**src/hw/rtl/rau_pkg.sv**
```systemverilog
`timescale 1ns / 1ps
package rau_pkg;

  localparam int unsigned W  = 32;
  localparam int unsigned DW = 2 * W;
  localparam int unsigned CW = $clog2(DW);

  typedef enum logic [1:0] {
    ACT_ADD = 2'd0,
    ACT_SUB = 2'd1,
    ACT_MUL = 2'd2,
    ACT_DIV = 2'd3
  } action_e;

  typedef enum logic [1:0] {
    ST_OK       = 2'd0,
    ST_ZERO_DEN = 2'd1,
    ST_TOO_WIDE = 2'd2
  } status_e;

  typedef enum logic [1:0] {
    MUL_X = 2'd0,
    MUL_D = 2'd1,
    MUL_Y = 2'd2
  } mul_sel_e;

  typedef enum logic [3:0] {
    S_IDLE,
    S_MUL0,
    S_MUL1,
    S_MUL2,
    S_COMB,
    S_CHK,
    S_GCD,
    S_DLOAD,
    S_DIV,
    S_FIN
  } state_e;

  typedef struct packed {
    logic     load;
    logic     mul_en;
    mul_sel_e mul_sel;
    logic     comb;
    logic     gcd_step;
    logic     div_load;
    logic     div_step;
    logic     finish;
  } rau_cmd_t;

  typedef struct packed {
    logic err_zero;
    logic n_zero;
    logic gcd_done;
    logic div_last;
  } rau_stat_t;

  function automatic logic [W-1:0] mag(input logic [W-1:0] v);
    return v[W-1] ? (~v + W'(1)) : v;
  endfunction

endpackage

```
**src/hw/rtl/rau_ctrl.sv**
```systemverilog
`timescale 1ns / 1ps
module rau_ctrl (
  input  logic              clk_i,
  input  logic              rst_ni,
  input  logic              start,
  output logic              busy,
  input  rau_pkg::rau_stat_t stat_i,
  output rau_pkg::rau_cmd_t  cmd_o
);

  rau_pkg::state_e state_q, state_d;

  always_ff @(posedge clk_i or negedge rst_ni) begin
    if (!rst_ni) begin
      state_q <= rau_pkg::S_IDLE;
    end else begin
      state_q <= state_d;
    end
  end

  always_comb begin
    state_d = state_q;
    case (state_q)
      rau_pkg::S_IDLE:  if (start) state_d = rau_pkg::S_MUL0;
      rau_pkg::S_MUL0:  state_d = stat_i.err_zero ? rau_pkg::S_FIN : rau_pkg::S_MUL1;
      rau_pkg::S_MUL1:  state_d = rau_pkg::S_MUL2;
      rau_pkg::S_MUL2:  state_d = rau_pkg::S_COMB;
      rau_pkg::S_COMB:  state_d = rau_pkg::S_CHK;
      rau_pkg::S_CHK:   state_d = stat_i.n_zero ? rau_pkg::S_FIN : rau_pkg::S_GCD;
      rau_pkg::S_GCD:   if (stat_i.gcd_done) state_d = rau_pkg::S_DLOAD;
      rau_pkg::S_DLOAD: state_d = rau_pkg::S_DIV;
      rau_pkg::S_DIV:   if (stat_i.div_last) state_d = rau_pkg::S_FIN;
      rau_pkg::S_FIN:   state_d = rau_pkg::S_IDLE;
      default:          state_d = rau_pkg::S_IDLE;
    endcase
  end

  always_comb begin
    cmd_o   = '0;
    cmd_o.mul_sel = rau_pkg::MUL_X;
    busy    = (state_q != rau_pkg::S_IDLE);
    case (state_q)
      rau_pkg::S_IDLE:  cmd_o.load = start;
      rau_pkg::S_MUL0: begin
        cmd_o.mul_en  = 1'b1;
        cmd_o.mul_sel = rau_pkg::MUL_X;
      end
      rau_pkg::S_MUL1: begin
        cmd_o.mul_en  = 1'b1;
        cmd_o.mul_sel = rau_pkg::MUL_D;
      end
      rau_pkg::S_MUL2: begin
        cmd_o.mul_en  = 1'b1;
        cmd_o.mul_sel = rau_pkg::MUL_Y;
      end
      rau_pkg::S_COMB:  cmd_o.comb = 1'b1;
      rau_pkg::S_GCD:   cmd_o.gcd_step = 1'b1;
      rau_pkg::S_DLOAD: cmd_o.div_load = 1'b1;
      rau_pkg::S_DIV:   cmd_o.div_step = 1'b1;
      rau_pkg::S_FIN:   cmd_o.finish = 1'b1;
      default: ;
    endcase
  end

endmodule

```
**config.mk**
```make
export PLATFORM = sky130hd
export DESIGN_NAME = rau_ctrl
export DESIGN_NICKNAME = d
export VERILOG_FILES = /design/src/hw/rtl/rau_pkg.sv /design/src/hw/rtl/rau_ctrl.sv
export SDC_FILE = /design/constraint.sdc
export NUM_CORES = 1
export LEC_CHECK = 0
export BUFFER_PORTS_ARGS = -buffer_cell sky130_fd_sc_hd__buf_2
export CORE_AREA = 4 4 41 43
export CTS_BUF_LIST = sky130_fd_sc_hd__clkbuf_8
export CTS_CLUSTER_SIZE = 16
export DETAILED_ROUTE_END_ITERATION = 10
export DIE_AREA = 0 0 45 47
export PLACE_DENSITY_LB_ADDON = 0.1
export REMOVE_ABC_BUFFERS = 1
export SLEW_MARGIN = 20
export SYNTH_ARGS = -nofsm -noshare
export SYNTH_HDL_FRONTEND = slang
export SYNTH_SLANG_ARGS = --single-unit
export TNS_END_PERCENT = 30
```
**constraint.sdc**
```tcl
create_clock -name clk_i -period 2.8 [get_ports clk_i]
set_clock_uncertainty 0.05 [all_clocks]
set_input_delay 0.42 -clock clk_i [delete_from_list [all_inputs] [get_ports clk_i]]
set_output_delay 0.42 -clock clk_i [all_outputs]
set_load 0.02 [all_outputs]
```
==> qor.yml <==
start_util_pct: 26.0
post_layout_nonfiller_instances: 72
gr-total-overflow: 0
grt_max_degree: 16
setup.worst_path.start_class: "register"
grt_pass1_wl_microns: 1350
worst_path_max_delay_cell: "dfrtp_1"
unrepaired_setup_endpoints_after_global_routing: "false"
vias: 338
pwr-share-clk_pct: 23.6
rows: 13
yosys_warnings: 0
largest_register_ff_count: 4
gp_congestion: 0.724
number_of_buffer_and_inverter_instances_along_the_worst_setup_path: 1
drt-total-wl_microns: 871
timing_max_transition_violations_final: 0
status: "finished clean"
gr-usage-met3_pct: 2.30
critPathKind: "reg2out"
relSlewSlack_pct: 70.0
most_common_cell_after_layout_fill_and_taps_aside: "buf_2"
pwr-share-seq_pct: 31.3
layout_common_cells: "buf_2 (16), nor3_1 (5), dfrtp_1 (4)"
final_nets: 66
number_of_distinct_standard_cells_referenced_by_the_synthesized_netlist: 25
die_w_microns: 45
antenna_violations_before_repair: 0
grt.met1_usage_pct: 12.6
io_pins: 17
avgSynthCellArea_sq_um: 8.24
drive_above_1_share_pct: 38.6
cellInternalPower_mw: 0.275
clkSinkCount: 4
power_leakage_nw: 0.216
groute.usage.overall_pct: 9.18
hold_viol_final: 0
final_period_minus_worst_setup_slack_ns: 1.83
final_min_period_over_clock_period_pct: 65.4
dp_cells: 68
dp_hpwl_microns: 599
fmaxAchievable_mhz: 546
synth_edf_count: 0
worst-path-max-fanout: 15
tritoncts_clock_tree: "done"
area.growth.synth_to_final_pct: 36.3
port_buffers: 16
pwr_density_cell_nw_per_um2: 1110
largest_register: "state_q"
crit_family: "flip-flops"
gr-usage-met2_pct: 11.3
hold_class: "in2async"
power.total_mw: 0.511
wl_per_cell_microns: 12.1
route.detailed.vias_per_inst: 4.69
synth_ff_type: "dfrtp_1"
reg2reg_slack_ns: 1.44
drt_initial_violations: 2
cts-buffers-inserted: 3
grt_pass1_vias: 296
finalSetupTns_ns: 0
largest_registers: "state_q: 4 flops"
worstMarginPinSlew_ns: 0.450
coreArea_sq_um: 1300
required_ns: 2.33
synth-async-reset-ratio_pct: 100
path_cells: "nand2b_1 -> nor3_1 -> buf_2"
synth_seq_area_share_pct: 29.6
drc: 0
ys_seq_elements: 4
arrival_time_of_data_at_the_critical_path_endpoint_ns: 1.36
comb_power_share_pct: 45.1
antenna-diode-count: 0
synth_cells: 41
die_h_microns: 47
swShare_pct: 46.2
clk_pin_slew_worst_paths_ns: 0.03
worst_vdd_rail_ir_drop_mv: 0.469
worst_hold_slack_ns: 0.479
clock_tree.root_cell: "clkbuf_8"
ant_nets: 0
setup_viol_count_final: 0
drt_pre_antenna_iters: 2
area_of_the_die_sq_um: 2120
clock_insertion_delay_worst_skew_ns: 0.22
htreeDepth: 1
max_stage_delay_ns: 0.53
cts_max_path_buffers: 2
syn-cell-area_sq_um: 338
netSwitchingPower_mw: 0.236
endpoint_kind: "output port"
cap_violations: 0
globalRoute.busiestLayer: "met1"
## worst paths after layout
path | start | endpoint | cells past startpoint
max in group asynchronous | rst_ni | state_q[1] | 2
setup reg to reg | state_q[2] | state_q[0] | 3
setup / recovery | state_q[3] | cmd_o[4] | 3
min in group clk_i | start | state_q[0] | 2
hold / removal | rst_ni | state_q[0] | 2
hold reg to reg | state_q[3] | state_q[1] | 1
## power groups by stage
stage / registers (mW) / clock network, mW / logic (mW)
final: 0.160 / 0.121 / 0.230
after global routing: 0.168 / 0.132 / 0.252
after CTS: 0.159 / 0.123 / 0.233
after detailed placement: 0.160 / 0 / 0.231
after global placement: 0.160 / 0 / 0.235
after floorplan: 0.139 / 0 / 0.171
## stage by stage
stage / area (sq um) / utilization [%] / setup slack, ns
2_1_floorplan: 310 / - / 1.02
3_3_place_gp: 409 / 31.4 / 1.17
3_5_place_dp: 409 / 31.4 / 1.20
4_1_cts: 460 / 35.4 / 0.968
5_1_grt: 460 / 35.4 / 0.882
6_report: 460 / 35.4 / 0.969
## synthesized netlist by cell type (2+ instances only)
library cell | count | area (sq um)
nand2b_1 | 2 | 12.5
a21oi_1 | 2 | 10.0
nor3_1 | 5 | 25.0
nand2_1 | 3 | 11.3
nor2_1 | 3 | 11.3
dfrtp_1 | 4 | 100
buf_4 | 3 | 22.5
mux2i_1 | 2 | 20.0
## kinds of logic after synthesis
group                  synth area share [%]
AOI/OAI and AO/OA                      21.1
buffers and inverters                  9.26
DFF                                    29.6
muxes                                  5.93
and+or+nand+nor                        34.1
## metal layers
layer,part of all wire (%),routed length (microns)
met1,48,419
met3,7.9,69
met2,41,357
met4,2.9,25
met5,0,0
## final cells by class
type                            instances  area, sq um
Inverter                                1         3.75
Multi-Input combinational cell         32          206
Sequential cell                         4          100
Timing Repair Buffer                   17         90.1
Clock buffer                            3         41.3
Tap cell                               15         18.8
Fill cell                             138          841
## what timing repair did
| item | in CTS | in global routing |
|---|---|---|
| hold buffers | 1 | 0 |
| endpoints found under the setup margin | 0 | 0 |
| gates resized for setup | 0 | 0 |
| hold endpoints to repair | 4 | 0 |
| buffers inserted | 0 | 0 |
Note: power is estimated with default switching activity, not from simulation.
